`src/hdl/rfd_pkg.sv`:
```
// Package for the RPC frame deframer: shared constants, phase and code enums, result types.
// No dependencies; the parser, the queue and the top level refer to it by scoped names.
package rfd_pkg;

  // Default limits, used as parameter defaults by the top level and the parser.
  parameter int RFD_MAX_FRAME      = 4096;
  parameter int RFD_MSG_ID_MAX     = 100;
  parameter int RFD_TEXT_FIELD_MAX = 512;

  // Bytes of a frame that are not field or payload bytes.
  parameter int RFD_OVERHEAD = 26;

  // Width of the frame length on the result port.
  parameter int RFD_FLEN_W = 13;

  // Reset values of the configuration registers.
  parameter logic [7:0] RFD_START_RST = 8'd2;
  parameter logic [7:0] RFD_END_RST   = 8'd3;

  // Configuration register indexes.
  parameter logic RFD_REG_START = 1'b0;
  parameter logic RFD_REG_END   = 1'b1;

  // Result buffer depth, its pointer width and its level width.
  parameter int RFD_BUF_DEPTH = 3;
  parameter int RFD_BUF_PTR_W = $clog2(RFD_BUF_DEPTH);
  parameter int RFD_BUF_LVL_W = $clog2(RFD_BUF_DEPTH + 1);

  typedef enum logic [3:0] {
    PH_HUNT,
    PH_PKLEN,
    PH_IDLEN,
    PH_ID,
    PH_MLEN,
    PH_METH,
    PH_ERRC,
    PH_ELEN,
    PH_EINFO,
    PH_PAYLOAD,
    PH_CSUM,
    PH_ENDB,
    PH_SKIP
  } rfd_phase_e;

  typedef enum logic [2:0] {
    KIND_MSG_ID,
    KIND_METHOD,
    KIND_ERR_INFO,
    KIND_PAYLOAD,
    KIND_FRAME_END
  } rfd_kind_e;

  typedef enum logic [1:0] {
    ST_OK,
    ST_BAD_END,
    ST_OVERRUN,
    ST_TOO_LONG
  } rfd_status_e;

  typedef struct packed {
    rfd_kind_e              kind;
    logic [7:0]             data_out;
    logic signed [31:0]     error_code;
    logic [RFD_FLEN_W-1:0]  frame_length;
    rfd_status_e            status;
    logic                   last;
  } rfd_result_t;

  // One result written into the buffer.
  typedef struct packed {
    logic        valid;
    rfd_result_t res;
  } rfd_push_t;

endpackage

```
`src/hdl/rfd_in_if.sv`:
```
// Input channel of the RPC frame deframer: one stream byte per item.
// Depends on nothing.
interface rfd_in_if;
  logic       valid;
  logic       ready;
  logic [7:0] data_in;

  modport source (output valid, output data_in, input ready);
  modport sink (input valid, input data_in, output ready);
endinterface

```
`src/hdl/rfd_out_if.sv`:
```
// Result channel of the RPC frame deframer: one field byte or frame end per item.
// Depends on nothing.
interface rfd_out_if;
  logic               valid;
  logic               ready;
  logic [2:0]         kind;
  logic [7:0]         data_out;
  logic signed [31:0] error_code;
  logic [12:0]        frame_length;
  logic [1:0]         status;
  logic               last;

  modport source (output valid, output kind, output data_out, output error_code,
                  output frame_length, output status, output last, input ready);
  modport sink (input valid, input kind, input data_out, input error_code,
                input frame_length, input status, input last, output ready);
endinterface

```
`src/hdl/rfd_core.sv`:
```
// Frame parser of the RPC frame deframer: phase register, counters and one byte step.
// Depends on rfd_pkg.
module rfd_core #(
  parameter int MAX_FRAME      = rfd_pkg::RFD_MAX_FRAME,
  parameter int MSG_ID_MAX     = rfd_pkg::RFD_MSG_ID_MAX,
  parameter int TEXT_FIELD_MAX = rfd_pkg::RFD_TEXT_FIELD_MAX
) (
  input  logic                clk_i,
  input  logic                rst_ni,
  input  logic                stage_valid_i,
  input  logic [7:0]          stage_data_i,
  input  logic [7:0]          start_byte_i,
  input  logic [7:0]          end_byte_i,
  output rfd_pkg::rfd_push_t  push_o
);

  localparam int LEN_W = $clog2(MAX_FRAME + 1);
  localparam int SUM_W = $clog2(MAX_FRAME + MSG_ID_MAX + TEXT_FIELD_MAX + rfd_pkg::RFD_OVERHEAD + 1);
  localparam logic [31:0] OVH32  = 32'(rfd_pkg::RFD_OVERHEAD);
  localparam logic [31:0] MAX32  = 32'(MAX_FRAME);
  localparam logic [31:0] MSG32  = 32'(MSG_ID_MAX);
  localparam logic [31:0] TEXT32 = 32'(TEXT_FIELD_MAX);

  rfd_pkg::rfd_phase_e  phase_q, phase_d;
  rfd_pkg::rfd_status_e status_q, status_d;
  logic [31:0]      word_q, word_d;
  logic [LEN_W-1:0] pos_q, pos_d;
  logic [LEN_W-1:0] len_q, len_d;
  logic [LEN_W-1:0] left_q, left_d;
  logic [LEN_W-1:0] used_q, used_d;
  logic [31:0]      err_q, err_d;

  logic             word_phase;
  logic [31:0]      shift_nxt;
  logic [LEN_W-1:0] left_dec;
  logic             word_done;
  logic [31:0]      store_max;
  logic [SUM_W-1:0] used_sum;
  logic [LEN_W-1:0] used_new;
  logic [LEN_W-1:0] plen_new;
  logic [LEN_W-1:0] plen_old;
  rfd_pkg::rfd_push_t push;

  assign word_phase = (phase_q == rfd_pkg::PH_PKLEN) || (phase_q == rfd_pkg::PH_IDLEN) ||
                      (phase_q == rfd_pkg::PH_MLEN)  || (phase_q == rfd_pkg::PH_ERRC)  ||
                      (phase_q == rfd_pkg::PH_ELEN)  || (phase_q == rfd_pkg::PH_CSUM);
  assign shift_nxt  = {word_q[23:0], stage_data_i};
  assign left_dec   = left_q - LEN_W'(1);
  assign word_done  = word_phase && (left_dec == '0);
  assign store_max  = (phase_q == rfd_pkg::PH_IDLEN) ? MSG32 : TEXT32;
  assign used_sum   = SUM_W'(rfd_pkg::RFD_OVERHEAD) + SUM_W'(used_q) + SUM_W'(shift_nxt);
  assign used_new   = used_q + LEN_W'(shift_nxt);
  assign plen_new   = len_q - LEN_W'(rfd_pkg::RFD_OVERHEAD) - used_new;
  assign plen_old   = len_q - LEN_W'(rfd_pkg::RFD_OVERHEAD) - used_q;

  // Next state for one accepted byte.
  always_comb begin
    phase_d  = phase_q;
    status_d = status_q;
    word_d   = word_q;
    pos_d    = pos_q;
    len_d    = len_q;
    left_d   = left_q;
    used_d   = used_q;
    err_d    = err_q;
    if (stage_valid_i) begin
      if (phase_q == rfd_pkg::PH_HUNT) begin
        if (stage_data_i == start_byte_i) begin
          pos_d    = LEN_W'(1);
          len_d    = '0;
          used_d   = '0;
          err_d    = '0;
          status_d = rfd_pkg::ST_OK;
          phase_d  = rfd_pkg::PH_PKLEN;
          left_d   = LEN_W'(4);
          word_d   = '0;
        end
      end else begin
        pos_d = pos_q + LEN_W'(1);
        if (word_phase) begin
          word_d = shift_nxt;
          left_d = left_dec;
        end
        case (phase_q)
          rfd_pkg::PH_PKLEN: begin
            if (word_done) begin
              if ((shift_nxt < OVH32) || (shift_nxt > MAX32)) begin
                phase_d = rfd_pkg::PH_HUNT;
              end else begin
                len_d   = LEN_W'(shift_nxt);
                phase_d = rfd_pkg::PH_IDLEN;
                left_d  = LEN_W'(4);
                word_d  = '0;
              end
            end
          end
          rfd_pkg::PH_IDLEN, rfd_pkg::PH_MLEN, rfd_pkg::PH_ELEN: begin
            if (word_done) begin
              if (shift_nxt > store_max) begin
                status_d = rfd_pkg::ST_TOO_LONG;
                phase_d  = rfd_pkg::PH_SKIP;
              end else if (used_sum > SUM_W'(len_q)) begin
                status_d = rfd_pkg::ST_OVERRUN;
                phase_d  = rfd_pkg::PH_SKIP;
              end else begin
                used_d = used_new;
                if (shift_nxt != '0) begin
                  left_d = LEN_W'(shift_nxt);
                  case (phase_q)
                    rfd_pkg::PH_IDLEN: phase_d = rfd_pkg::PH_ID;
                    rfd_pkg::PH_MLEN:  phase_d = rfd_pkg::PH_METH;
                    default:           phase_d = rfd_pkg::PH_EINFO;
                  endcase
                end else if (phase_q == rfd_pkg::PH_IDLEN) begin
                  phase_d = rfd_pkg::PH_MLEN;
                  left_d  = LEN_W'(4);
                  word_d  = '0;
                end else if (phase_q == rfd_pkg::PH_MLEN) begin
                  phase_d = rfd_pkg::PH_ERRC;
                  left_d  = LEN_W'(4);
                  word_d  = '0;
                end else if (plen_new != '0) begin
                  phase_d = rfd_pkg::PH_PAYLOAD;
                  left_d  = plen_new;
                end else begin
                  phase_d = rfd_pkg::PH_CSUM;
                  left_d  = LEN_W'(4);
                  word_d  = '0;
                end
              end
            end
          end
          rfd_pkg::PH_ERRC: begin
            if (word_done) begin
              err_d   = shift_nxt;
              phase_d = rfd_pkg::PH_ELEN;
              left_d  = LEN_W'(4);
              word_d  = '0;
            end
          end
          rfd_pkg::PH_CSUM: begin
            if (word_done) begin
              phase_d = rfd_pkg::PH_ENDB;
            end
          end
          rfd_pkg::PH_ID, rfd_pkg::PH_METH, rfd_pkg::PH_EINFO, rfd_pkg::PH_PAYLOAD: begin
            left_d = left_dec;
            if (left_dec == '0) begin
              case (phase_q)
                rfd_pkg::PH_ID: begin
                  phase_d = rfd_pkg::PH_MLEN;
                  left_d  = LEN_W'(4);
                  word_d  = '0;
                end
                rfd_pkg::PH_METH: begin
                  phase_d = rfd_pkg::PH_ERRC;
                  left_d  = LEN_W'(4);
                  word_d  = '0;
                end
                rfd_pkg::PH_EINFO: begin
                  if (plen_old != '0) begin
                    phase_d = rfd_pkg::PH_PAYLOAD;
                    left_d  = plen_old;
                  end else begin
                    phase_d = rfd_pkg::PH_CSUM;
                    left_d  = LEN_W'(4);
                    word_d  = '0;
                  end
                end
                default: begin
                  phase_d = rfd_pkg::PH_CSUM;
                  left_d  = LEN_W'(4);
                  word_d  = '0;
                end
              endcase
            end
          end
          rfd_pkg::PH_ENDB: begin
            if (stage_data_i != end_byte_i) begin
              status_d = rfd_pkg::ST_BAD_END;
            end
            phase_d = rfd_pkg::PH_HUNT;
          end
          rfd_pkg::PH_SKIP: begin
            if (pos_d >= len_q) begin
              phase_d = rfd_pkg::PH_HUNT;
            end
          end
          default: begin
            phase_d = rfd_pkg::PH_HUNT;
          end
        endcase
      end
    end
  end

  // Result for the same byte.
  always_comb begin
    push = '0;
    if (stage_valid_i) begin
      case (phase_q)
        rfd_pkg::PH_ID, rfd_pkg::PH_METH, rfd_pkg::PH_EINFO, rfd_pkg::PH_PAYLOAD: begin
          push.valid        = 1'b1;
          push.res.data_out = stage_data_i;
          case (phase_q)
            rfd_pkg::PH_ID:    push.res.kind = rfd_pkg::KIND_MSG_ID;
            rfd_pkg::PH_METH:  push.res.kind = rfd_pkg::KIND_METHOD;
            rfd_pkg::PH_EINFO: push.res.kind = rfd_pkg::KIND_ERR_INFO;
            default:           push.res.kind = rfd_pkg::KIND_PAYLOAD;
          endcase
        end
        rfd_pkg::PH_ENDB, rfd_pkg::PH_SKIP: begin
          push.valid = (phase_q == rfd_pkg::PH_ENDB) || (pos_d >= len_q);
          push.res.kind         = rfd_pkg::KIND_FRAME_END;
          push.res.error_code   = err_q;
          push.res.frame_length = rfd_pkg::RFD_FLEN_W'(len_q);
          push.res.status       = status_d;
          push.res.last         = 1'b1;
        end
        default: begin
          push = '0;
        end
      endcase
    end
  end

  assign push_o = push;

  always_ff @(posedge clk_i or negedge rst_ni) begin
    if (!rst_ni) begin
      phase_q  <= rfd_pkg::PH_HUNT;
      status_q <= rfd_pkg::ST_OK;
      word_q   <= '0;
      pos_q    <= '0;
      len_q    <= '0;
      left_q   <= '0;
      used_q   <= '0;
      err_q    <= '0;
    end else begin
      phase_q  <= phase_d;
      status_q <= status_d;
      word_q   <= word_d;
      pos_q    <= pos_d;
      len_q    <= len_d;
      left_q   <= left_d;
      used_q   <= used_d;
      err_q    <= err_d;
    end
  end

  // Skipping only happens after a flagged field error.
  a_skip_has_error: assert property (@(posedge clk_i) disable iff (!rst_ni)
    (phase_q == rfd_pkg::PH_SKIP) |-> (status_q == rfd_pkg::ST_OVERRUN ||
                                       status_q == rfd_pkg::ST_TOO_LONG))
    else $error("skip phase without a field error");

  // A skipped frame ends exactly at its last byte, never beyond.
  a_skip_before_end: assert property (@(posedge clk_i) disable iff (!rst_ni)
    (phase_q == rfd_pkg::PH_SKIP) |-> (pos_q < len_q))
    else $error("frame position ran past frame length while skipping");

  // The frame length in use is never below the overhead when the end byte is reached.
  a_len_range: assert property (@(posedge clk_i) disable iff (!rst_ni)
    (phase_q == rfd_pkg::PH_ENDB) |-> (len_q >= LEN_W'(rfd_pkg::RFD_OVERHEAD)))
    else $error("frame end reached with a frame length below the overhead");

endmodule

```
`src/hdl/rfd_out_buf.sv`:
```
// Small result queue of the RPC frame deframer that parts parser and result port.
// Depends on rfd_pkg.
module rfd_out_buf (
  input  logic                               clk_i,
  input  logic                               rst_ni,
  input  rfd_pkg::rfd_push_t                 push_i,
  input  logic                               pop_i,
  output logic                               valid_o,
  output rfd_pkg::rfd_result_t               head_o,
  output logic [rfd_pkg::RFD_BUF_LVL_W-1:0]  level_o
);

  localparam int DEPTH = rfd_pkg::RFD_BUF_DEPTH;
  localparam int PTR_W = rfd_pkg::RFD_BUF_PTR_W;
  localparam int LVL_W = rfd_pkg::RFD_BUF_LVL_W;

  rfd_pkg::rfd_result_t mem_q [DEPTH];
  logic [PTR_W-1:0] head_q, head_d;
  logic [PTR_W-1:0] tail_q, tail_d;
  logic [LVL_W-1:0] level_q, level_d;
  logic             do_pop;

  assign do_pop  = pop_i && (level_q != '0);
  assign valid_o = (level_q != '0);
  assign head_o  = mem_q[head_q];
  assign level_o = level_q;

  always_comb begin
    head_d  = head_q;
    tail_d  = tail_q;
    level_d = level_q;
    if (do_pop) begin
      head_d = (head_q == PTR_W'(DEPTH - 1)) ? '0 : head_q + PTR_W'(1);
    end
    if (push_i.valid) begin
      tail_d = (tail_q == PTR_W'(DEPTH - 1)) ? '0 : tail_q + PTR_W'(1);
    end
    case ({push_i.valid, do_pop})
      2'b10:   level_d = level_q + LVL_W'(1);
      2'b01:   level_d = level_q - LVL_W'(1);
      default: level_d = level_q;
    endcase
  end

  always_ff @(posedge clk_i) begin
    if (push_i.valid) begin
      mem_q[tail_q] <= push_i.res;
    end
  end

  always_ff @(posedge clk_i or negedge rst_ni) begin
    if (!rst_ni) begin
      head_q  <= '0;
      tail_q  <= '0;
      level_q <= '0;
    end else begin
      head_q  <= head_d;
      tail_q  <= tail_d;
      level_q <= level_d;
    end
  end

  // A push into a full queue would overwrite a waiting result.
  a_no_overflow: assert property (@(posedge clk_i) disable iff (!rst_ni)
    (push_i.valid && !do_pop) |-> (level_q < LVL_W'(DEPTH)))
    else $error("result queue overflow");

endmodule

```
`src/hdl/rpc_frame_deframer.sv`:
```
// Top level of the RPC frame deframer: configuration registers, input stage, parser, queue.
// Depends on rfd_pkg, rfd_in_if, rfd_out_if, rfd_core and rfd_out_buf.
//
//   port       dir   handshake      carries
//   in_i       sink  valid/ready    data_in: one stream byte per item
//   out_o      src   valid/ready    kind, data_out, error_code, frame_length, status, last
//   APB        slv   psel/penable   start_byte at 0x0, end_byte at 0x4
//
// One byte is accepted per cycle while in_i.ready is high. An accepted byte is registered in the input stage, where
// the parser updates its phase and counters and writes any result into a three-entry queue;
// the result goes out on out_o when it reaches the head of the queue.
// Reset clears the parser to hunting for the start byte and sets start_byte to 2 and
// end_byte to 3; there is no clearing pass.
// in_i.ready falls only when the queue and the input stage together hold three items,
// which happens only while out_o is stalled.
//
// Frames are laid out as: start byte, 32-bit big-endian frame length, message-id length and
// bytes, method-name length and bytes, error code, error-info length and bytes, payload,
// four checksum bytes and the end byte. Every field byte gives one item with its kind tag;
// the last byte of a frame gives a frame-end item with error code, length and status.
// A frame length outside the legal range drops the frame silently and hunting resumes.
// After a field error the rest of the frame is swallowed up to its last byte.
module rpc_frame_deframer #(
  parameter int MAX_FRAME      = rfd_pkg::RFD_MAX_FRAME,
  parameter int MSG_ID_MAX     = rfd_pkg::RFD_MSG_ID_MAX,
  parameter int TEXT_FIELD_MAX = rfd_pkg::RFD_TEXT_FIELD_MAX
) (
  input  logic        clk_i,
  input  logic        rst_ni,
  rfd_in_if.sink      in_i,
  rfd_out_if.source   out_o,
  input  logic        psel,
  input  logic        penable,
  input  logic        pwrite,
  input  logic [2:0]  paddr,
  input  logic [31:0] pwdata,
  output logic [31:0] prdata,
  output logic        pready
);

  localparam int LVL_W = rfd_pkg::RFD_BUF_LVL_W;

  // Configuration registers. The register index is the word address.
  logic [7:0] start_q, start_d;
  logic [7:0] end_q, end_d;
  logic       cfg_wr;
  logic       cfg_idx;

  assign pready  = 1'b1;
  assign cfg_wr  = psel && penable && pwrite;
  assign cfg_idx = paddr[2];
  assign prdata  = (cfg_idx == rfd_pkg::RFD_REG_START) ? {24'd0, start_q} : {24'd0, end_q};

  always_comb begin
    start_d = start_q;
    end_d   = end_q;
    if (cfg_wr) begin
      case (cfg_idx)
        rfd_pkg::RFD_REG_START: start_d = pwdata[7:0];
        rfd_pkg::RFD_REG_END:   end_d   = pwdata[7:0];
        default:                start_d = start_q;
      endcase
    end
  end

  // Input stage: the byte is held here while the parser works on it.
  logic       stage_valid_q;
  logic [7:0] stage_data_q;
  logic       in_ready;
  logic       in_fire;

  rfd_pkg::rfd_push_t   push;
  rfd_pkg::rfd_result_t head;
  logic                 buf_valid;
  logic [LVL_W-1:0]     buf_level;
  logic                 out_fire;

  // Room is reserved for the staged item and the new one before a byte is taken.
  assign in_ready = ((LVL_W + 1)'(buf_level) + (LVL_W + 1)'(stage_valid_q)) <=
                    (LVL_W + 1)'(rfd_pkg::RFD_BUF_DEPTH - 1);
  assign in_i.ready = in_ready;
  assign in_fire    = in_i.valid && in_ready;

  always_ff @(posedge clk_i or negedge rst_ni) begin
    if (!rst_ni) begin
      start_q       <= rfd_pkg::RFD_START_RST;
      end_q         <= rfd_pkg::RFD_END_RST;
      stage_valid_q <= 1'b0;
    end else begin
      start_q       <= start_d;
      end_q         <= end_d;
      stage_valid_q <= in_fire;
    end
  end

  always_ff @(posedge clk_i) begin
    if (in_fire) begin
      stage_data_q <= in_i.data_in;
    end
  end

  rfd_core #(
    .MAX_FRAME      (MAX_FRAME),
    .MSG_ID_MAX     (MSG_ID_MAX),
    .TEXT_FIELD_MAX (TEXT_FIELD_MAX)
  ) u_core (
    .clk_i         (clk_i),
    .rst_ni        (rst_ni),
    .stage_valid_i (stage_valid_q),
    .stage_data_i  (stage_data_q),
    .start_byte_i  (start_q),
    .end_byte_i    (end_q),
    .push_o        (push)
  );

  rfd_out_buf u_out_buf (
    .clk_i   (clk_i),
    .rst_ni  (rst_ni),
    .push_i  (push),
    .pop_i   (out_o.ready),
    .valid_o (buf_valid),
    .head_o  (head),
    .level_o (buf_level)
  );

  assign out_fire           = buf_valid && out_o.ready;
  assign out_o.valid        = buf_valid;
  assign out_o.kind         = head.kind;
  assign out_o.data_out     = head.data_out;
  assign out_o.error_code   = head.error_code;
  assign out_o.frame_length = head.frame_length;
  assign out_o.status       = head.status;
  assign out_o.last         = head.last;

  // A result only leaves the port through a completed handshake.
  a_out_drop: assert property (@(posedge clk_i) disable iff (!rst_ni)
    $fell(buf_valid) |-> $past(out_fire))
    else $error("result vanished without handshake");

  // The queue plus the input stage never hold more than the queue can take.
  a_room: assert property (@(posedge clk_i) disable iff (!rst_ni)
    stage_valid_q |-> (buf_level < LVL_W'(rfd_pkg::RFD_BUF_DEPTH)))
    else $error("staged item without room in result queue");

endmodule
```
`src/flat_wrapper.sv`:
```
// flat-port wrapper written by rule: the top's interface ports become plain ports
module rpc_frame_deframer_flat 
#(
  parameter int MAX_FRAME      = rfd_pkg::RFD_MAX_FRAME,
  parameter int MSG_ID_MAX     = rfd_pkg::RFD_MSG_ID_MAX,
  parameter int TEXT_FIELD_MAX = rfd_pkg::RFD_TEXT_FIELD_MAX
)
  (clk_i, rst_ni, psel, penable, pwrite, paddr, pwdata, prdata, pready, in_i_valid, in_i_data_in, in_i_ready, out_o_valid, out_o_kind, out_o_data_out, out_o_error_code, out_o_frame_length, out_o_status, out_o_last, out_o_ready);
  rfd_in_if in_i_i ();
  rfd_out_if out_o_i ();
  input  logic clk_i;
  input  logic rst_ni;
  input  logic psel;
  input  logic penable;
  input  logic pwrite;
  input  logic [2:0] paddr;
  input  logic [31:0] pwdata;
  output logic [31:0] prdata;
  output logic pready;
  input wire logic [$bits(in_i_i.valid)-1:0] in_i_valid;
  input wire logic [$bits(in_i_i.data_in)-1:0] in_i_data_in;
  output wire logic [$bits(in_i_i.ready)-1:0] in_i_ready;
  output wire logic [$bits(out_o_i.valid)-1:0] out_o_valid;
  output wire logic [$bits(out_o_i.kind)-1:0] out_o_kind;
  output wire logic [$bits(out_o_i.data_out)-1:0] out_o_data_out;
  output wire logic [$bits(out_o_i.error_code)-1:0] out_o_error_code;
  output wire logic [$bits(out_o_i.frame_length)-1:0] out_o_frame_length;
  output wire logic [$bits(out_o_i.status)-1:0] out_o_status;
  output wire logic [$bits(out_o_i.last)-1:0] out_o_last;
  input wire logic [$bits(out_o_i.ready)-1:0] out_o_ready;
  assign in_i_i.valid = in_i_valid;
  assign in_i_i.data_in = in_i_data_in;
  assign in_i_ready = in_i_i.ready;
  assign out_o_valid = out_o_i.valid;
  assign out_o_kind = out_o_i.kind;
  assign out_o_data_out = out_o_i.data_out;
  assign out_o_error_code = out_o_i.error_code;
  assign out_o_frame_length = out_o_i.frame_length;
  assign out_o_status = out_o_i.status;
  assign out_o_last = out_o_i.last;
  assign out_o_i.ready = out_o_ready;
  rpc_frame_deframer #(.MAX_FRAME(MAX_FRAME), .MSG_ID_MAX(MSG_ID_MAX), .TEXT_FIELD_MAX(TEXT_FIELD_MAX)) u_core (.clk_i(clk_i), .rst_ni(rst_ni), .in_i(in_i_i), .out_o(out_o_i), .psel(psel), .penable(penable), .pwrite(pwrite), .paddr(paddr), .pwdata(pwdata), .prdata(prdata), .pready(pready));
endmodule
```
`config.mk`:
```
export PLATFORM = sky130hd
export DESIGN_NAME = rpc_frame_deframer_flat
export DESIGN_NICKNAME = d
export VERILOG_FILES = /design/src/hdl/rfd_pkg.sv /design/src/hdl/rfd_in_if.sv /design/src/hdl/rfd_out_if.sv /design/src/hdl/rfd_core.sv /design/src/hdl/rfd_out_buf.sv /design/src/hdl/rpc_frame_deframer.sv /design/src/flat_wrapper.sv
export SDC_FILE = /design/constraint.sdc
export NUM_CORES = 1
export LEC_CHECK = 0
export ABC_AREA = 1
export BUFFER_PORTS_ARGS = -buffer_cell sky130_fd_sc_hd__buf_4
export CORE_ASPECT_RATIO = 0.8
export CORE_MARGIN = 8
export CORE_UTILIZATION = 60
export DETAILED_ROUTE_END_ITERATION = 8
export GPL_TIMING_DRIVEN = 0
export PLACE_DENSITY_LB_ADDON = 0.2
export SETUP_SLACK_MARGIN = 0.15
export SLEW_MARGIN = 5
export SYNTH_ARGS = -nofsm -noshare
export SYNTH_HDL_FRONTEND = slang
export SYNTH_SLANG_ARGS = --single-unit
```
`constraint.sdc`:
```
create_clock -name clk_i -period 9.35 [get_ports clk_i]
set_clock_uncertainty 0.05 [all_clocks]
set_input_delay 0.935 -clock clk_i [delete_from_list [all_inputs] [get_ports clk_i]]
set_output_delay 0.935 -clock clk_i [all_outputs]
set_load 0.05 [all_outputs]
```
Yosys cells after proc, flatten, opt, wreduce, memory -nomap -nowiden --
Memory sizes are Yosys's and may differ from the RTL's. Cells that the tools add are included.
Cells by class: add/subtract/negate cells 13, magnitude comparators 7, equal/unequal tests 28, mux-type cells 89, bitwise logic cells 1, reduce and logical (&&, ||, !) cells 33
Operators by type and width (count):
- 2-to-1 mux 32 bit | 19
- 2-to-1 mux 13 bit | 29
- case mux 32 bit (4 select lines) | 1
- 2-to-1 mux 60 bit | 1
- 2-to-1 mux 4 bit | 13
- case mux 13 bit (4 select lines) | 1
- 2-to-1 mux 48 bit | 1
- greater-than comparator 32 x 10 -> 1 bit | 1
- greater-than comparator 32 x 13 -> 1 bit, second input constant | 1
- less-than comparator 32 x 5 -> 1 bit, second input constant | 1
- nonzero test 32 bit | 1
- adder 13 bit | 2
- >= comparator 13 bit | 2
- nonzero test 13 bit | 2
- subtractor 13 bit | 2
- 2-to-1 mux 2 bit | 12
- case mux 4 bit (6 select lines) | 1
- equality test 4 bit, second input constant | 5
- equality test 4 x 3 -> 1 bit, second input constant | 4
- 2-to-1 mux 8 bit | 2
- case mux 4 bit (2 select lines) | 2
- adder 13 x 1 -> 13 bit, second input constant | 1
- adder 5 x 13 -> 13 bit, first input constant | 1
- greater-than comparator 13 bit | 1
- 35 further kinds | 65
Word-level totals: bits in registers 153, bits in writable memories 177, input port bits 50, output and inout bits 94, word-level logic and storage cells 187, memories kept 1
Memories:
- u_core.u_out_buf.mem_q | words 3, width 59, read ports 1, clocked after Yosys merged registers in 0, wr ports 1, RTL line rfd_out_buf.sv:17 | rfd_pkg::rfd_result_t mem_q [DEPTH];

Logic depth before layout (Yosys ltp) --
depth after elaboration 16, depth in mapped cells 32, mapped depth without buffers 31

Modules after synthesis --
From an unflattened synthesis, not the netlist that was laid out.
Unflattened totals: cells, all modules 2323, area, all modules 19195.9 um^2
By module, submodules not included:
- rfd_core | instances 1, cells each 1707, area each 11240.8 um^2, sequential area each 2852.7 um^2
- rfd_out_buf | instances 1, cells each 472, area each 6668.9 um^2, sequential area each 5465.2 um^2
- rpc_frame_deframer | instances 1, cells each 144, area each 1286.2 um^2, sequential area each 669.4 um^2

Worst setup path after synthesis --
No wires, ideal clock.
path kind register to register, start reg u_core.stage_data_q[1], end mem u_core.u_out_buf.mem_q[2][0] in the netlist's numbering, enable pin, library setup time 0.546 ns, data arrival time 6.925 ns, required time 8.754 ns, slack 1.830 ns, cell stages (with the launch flop) 23, buffers on the path 2, period minus slack after synthesis 7.520 ns, path through edfxtp_1 buf_2 inv_1 nand2_1 nand4_1 nor4_1 nor2_1 nor2_4 inv_2 buf_2 a22o_1 ha_1 nand2_1 nor2_1 o21bai_1 a21oi_1 nor3_1 o21a_1 o21ai_0 a21oi_1 nand2_1 nand2_1 nor3_1
Between the ends: word-level cells in the longest chain between the ends 10
Ends and longest elaborated chain:
- from (decl) | RTL line rpc_frame_deframer.sv:68 | logic [7:0] stage_data_q;
- from (signal assigned) | RTL line rpc_frame_deframer.sv:98 | stage_data_q <= in_i.data_in;
- equality test 8 bit | RTL line rfd_core.sv:68 | if (stage_data_i == start_byte_i) begin
- 2-to-1 mux 13 bit | RTL line rfd_core.sv:68
- 2-to-1 mux 13 bit | RTL line rfd_core.sv:67 | if (phase_q == rfd_pkg::PH_HUNT) begin
- 2-to-1 mux 13 bit | RTL line rfd_core.sv:66 | if (stage_valid_i) begin
- named net u_core.u_core.pos_d[2] | RTL line rfd_core.sv:27 | logic [LEN_W-1:0] pos_q, pos_d;
- >= comparator 13 bit | RTL line rfd_core.sv:213 | push.valid = (phase_q == rfd_pkg::PH_ENDB) || (pos_d >= len_q);
- logical OR 1 bit | RTL line rfd_core.sv:213
- case mux 4 bit (2 select lines) | RTL line rfd_core.sv:201 | case (phase_q)
- 2-to-1 mux 60 bit | RTL line rfd_core.sv:200 | if (stage_valid_i) begin
- 2-to-1 mux 1 bit | RTL line rfd_out_buf.sv:46 | if (push_i.valid) begin
- 2-to-1 mux 1 bit (implied by the code) | RTL line rfd_out_buf.sv:47 | mem_q[tail_q] <= push_i.res;
- to (decl) | RTL line rfd_out_buf.sv:17
The timed path passes the listed nets, and every way through them passes these cells.

Worst setup path in the final report --
start reg u_core.stage_data_q[5], end mem u_core.u_out_buf.mem_q[2][34] in the netlist's numbering, enable pin
Same word-level chain as after synthesis.

==> results.md <==
* Initial drt markers at 2,170
* Clk network pwr share at 16.0%
* Register-to-register setup slack at 2.83 ns
* Hold violation total from the final report at 0
* Ratio of routed vias to standard cells at 5.75
* Aggregate global-route resource usage at 29.9%
* Total number of vias at 17,200
* Fraction of the cycle the final worst path needs at 69.7%
* Area of the core at 0.0324 mm²
* Most frequent cells in the layout: nand2_1 (590), inv_1 (306), nor2_1 (189)
* Width of the chip at 219 µm
* Asr flop ratio synth at 42.9%
* Fraction of power consumed by combinational cells at 61.2%
* Gates resized, CTS repair at 0
* Non-Filler Cell Area, Final at 0.0222 mm²
* Initial DRT Pass Iterations at 6
* Stages on worst setup path at 23
* Final ANT Viol Nets at 0
* Post-layout net count at 2,701
* Instance count of the mapped netlist at 2,383
* Top delay family on crit path: simple AND/OR/NAND/NOR gates
* GR Overflow Total at 0
* Number of max-slew violations in the final report at 0
* CTS root buffer: clkbuf_16
* Final setup vio count at 0
* Start point of the critical path: u_core.stage_data_q[5]
* Power per Cell Area at 378 mW/mm²
* Post-CTS setup-driven buffer insertion count at 0
* Sequential share of the synthesized area at 45.1%
* Wire length of the first global-routing pass at 91.4 mm
* Top Ports at 144
* Ys Warns at 0
* Total half-perimeter wirelength after legalization and detailed placement at 44.1 mm
* Per-instance average area after synthesis at 8.27 µm²
* Antenna violations before repair at 0
* Cell count after placement at 2,932
* Crit-path most repeated cell: nand2_1
* Area of the mapped netlist at 0.0197 mm²
* Leading cell type in the layout, fill and taps excluded: nand2_1
* Setup Total Neg Slack at 0 ns
* Number of clock sinks at 319
* Share of cells above drive strength 1 at 12.0%
* Total Routed Length at 58.7 mm
* Pin count of the biggest net entering global routing at 74
* Launch point of the worst reg-to-reg path: u_core.stage_data_q[5]
* Worst path required time at 9.54 ns
* Clock transition at the registers of the reported paths at 0.06 ns
* Cell breakdown of the critical path: inv_1, nand2_1, nand4_1, nor4_1, nor2_1, nor2_4, clkbuf_1, o21ai_0, ha_1, nand2_1, inv_1, nand3_1, nor3_1, nor3_1, o21a_1, o21ai_0, a21oi_1, nand2_1, nand2_1, nor3_2, buf_6, buf_4, buf_6
* Mean routed wirelength per cell at 19.6 µm
* Largest fanout of any net on the critical path at 10
* Cell at the slowest stage of the critical path: edfxtp_1
* Longest individual stage delay on the worst path at 0.82 ns
* Number of maximum-capacitance constraint violations at 0
* Hold slack at 0.338 ns
* RSZ-0062 raised after global routing: no
* Worst hold path type: input pin to asynchronous set/reset pin
* Register share of total power at 22.8%
* Quantity of hold-fixing buffers added after cts at 0
* Initial Util at 60.8%
* Cell count of the worst reg-to-reg path at 23
* Achievable frequency at 0.153 GHz
* Last weighted congestion value of the routability-driven placer at 0.984
* Placed Area at 0.0211 mm²
* Net switching power figure at 4410 µW
* Source-to-sink clock delay at the later pin of the worst-skew pair at 0.54 ns
* Number of enable-type register cells in the synthesized netlist at 182
* RR Endpoint: u_core.u_out_buf.mem_q[2][34]
* Standard-cell rows at 59
* Sort of element at the start of the critical path: flop
* Crit path capture: u_core.u_out_buf.mem_q[2][34]
* Signal arrival time at the worst endpoint at 6.71 ns
* Fillers at 2,673
* Worst VDD drop at 0.326 mV
* Most common flop cell mapped by yosys: edfxtp_1
* Vertical die dimension at 178 µm
* CP Capture Type: flop
* Via count of the first global-routing pass at 16,600
* CP bufs+invs at 6
* Normalized max-slew margin at 25.4%
* Net switching share of the total power at 52.5%
* H-tree Lvls at 2
* Category of the critical setup timing path: flop to flop
* Run status: finished clean
* DRC Markers at 0
* Static leakage power at 0.0100 µW
* Number of distinct library cell variants in the gate-level netlist after synthesis at 59
* Total clock buffers created by CTS at 34
* Diode count at 0
* CTS tree: done
* Internal portion of total power at 3980 µW
* Time the worst path needs with I/O delays and setup at 6.52 ns
* Floorplan die area at 0.0389 mm²
* Number of buffers between clock root and the deepest sink at 3
* Seq cells post-synth at 319
* Layout-stage area growth over the synthesis result at 12.8%
* # port buffers at 91
* Number of cells in the finished layout apart from fillers at 2,994
* Slew @ Worst Pin at 1.11 ns
-- state kept, by name, summed over array words and instances, names as in the netlist --
| signal | cells |
|---|---|
| u_core.u_core.left_q | 13 |
| u_core.stage_data_q | 8 |
| u_core.u_out_buf.head_q | 2 |
| u_core.u_out_buf.tail_q | 2 |
| u_core.end_q | 8 |
| u_core.u_out_buf.level_o | 2 |
| u_core.start_q | 8 |
| u_core.stage_valid_q | 1 |
| u_core.u_core.phase_q | 4 |
| u_core.u_core.word_q | 24 |
| u_core.u_core.len_q | 13 |
| u_core.u_out_buf.mem_q | 174 |
| u_core.u_core.err_q | 32 |
| u_core.u_core.pos_q | 13 |
| u_core.u_core.status_q | 2 |
| u_core.u_core.used_q | 13 |
-- power by group through the flow --
stage / sequential [µW] / combinational [µW] / clock [µW]
2_1_floorplan: 1860 / 3580 / 0
3_3_place_gp: 1930 / 4920 / 0
3_5_place_dp: 1930 / 4990 / 0
5_1_grt: 1930 / 5590 / 1410
4_1_cts: 1910 / 5030 / 1360
6_report: 1920 / 5140 / 1340
-- cell usage after synthesis, types with 6 or more instances --
| cell | number | area (µm²) |
|---|---|---|
| inv_1 | 308 | 1160 |
| o21ai_0 | 144 | 721 |
| a21oi_1 | 58 | 290 |
| nor3_1 | 28 | 140 |
| xor2_1 | 41 | 359 |
| nor2_4 | 11 | 124 |
| clkbuf_1 | 47 | 176 |
| dfrtp_1 | 134 | 3350 |
| o21ai_2 | 20 | 175 |
| nor2_2 | 11 | 68.8 |
| nand2_4 | 6 | 67.6 |
| xnor2_1 | 19 | 166 |
| o21ai_1 | 35 | 175 |
| ha_1 | 100 | 1250 |
| nand3_1 | 167 | 836 |
| nand4_1 | 29 | 181 |
| mux2i_1 | 10 | 100 |
| fa_1 | 10 | 200 |
| nor2_1 | 189 | 709 |
| nand2_2 | 11 | 68.8 |
| o211ai_1 | 68 | 510 |
| o22ai_1 | 15 | 93.8 |
| nor4_1 | 6 | 37.5 |
| buf_4 | 28 | 210 |
| edfxtp_1 | 182 | 5470 |
| inv_2 | 16 | 60.1 |
| nand3_2 | 6 | 60.1 |
| nand2_1 | 590 | 2210 |
| nand3b_1 | 9 | 67.6 |
| buf_2 | 20 | 100 |
-- worst min path at each step --
stage	start	end	slack, ns	depth (start not counted)
final	rst_ni	u_core.end_q[6]	0.34	1
after global routing	rst_ni	u_core.end_q[6]	0.37	1
after CTS	rst_ni	u_core.end_q[6]	0.36	1
after detailed placement	u_core.u_core.err_q[11]	u_core.u_core.err_q[11]	0.43	2
after global placement	u_core.u_core.len_q[11]	u_core.u_core.len_q[11]	0.42	2
after floorplan	u_core.u_core.err_q[13]	u_core.u_core.err_q[13]	0.40	2
-- layer usage --
| metal | wire length (µm) | share of wire, % | vias to the layer above | track usage, % |
|---|---|---|---|---|
| met5 | 0 | 0 | - | 0 |
| met4 | 2120 | 3.6 | 0 | 10.1 |
| met3 | 5860 | 10 | 142 | 6.68 |
| met2 | 25300 | 43 | 789 | 45.6 |
| met1 | 25500 | 43 | 8133 | 42.1 |
| li1 | - | - | 8165 | - |
-- final cells by class --
| cell class | instances | area (µm²) | area share, % |
|---|---|---|---|
| Inverter | 329 | 1240 | 5.58 |
| Timing Repair Buffer | 99 | 778 | 3.50 |
| Clock inverter | 13 | 119 | 0.535 |
| Multi-Input combinational cell | 1653 | 9100 | 41.0 |
| Sequential cell | 319 | 8900 | 40.0 |
| Clock buffer | 49 | 988 | 4.45 |
| Tap cell | 427 | 534 | 2.40 |
| Buffer | 105 | 567 | 2.55 |
-- logic make-up (layout without fill, tap and decap cells) --
group                    Yosys count  count (layout)  synth area share, %
other                              2              25               0.0381
AO/OA/AOI/OAI                    370             370                 11.2
AND/OR/NAND/NOR                 1078            1078                 23.9
multiplexers                      10              10                0.508
XOR/XNOR                          60              60                 2.67
adder cells (fa/ha/maj)          110             110                 7.36
buffers and inverters            434             595                 9.15
flip-flops                       319             319                 45.1
-- through the flow --
stage | utilization [%] | setup WS, ns | power (µW)
floorplan | - | 1.83 | 5440
global placement | 64.9 | -2.82 | 6850
detailed placement | 65.2 | 3.01 | 6930
CTS | 68.6 | 2.95 | 8300
global route | 68.6 | 2.57 | 8940
finish | 68.6 | 2.83 | 8400
Note: power is estimated with default switching activity, not from simulation.
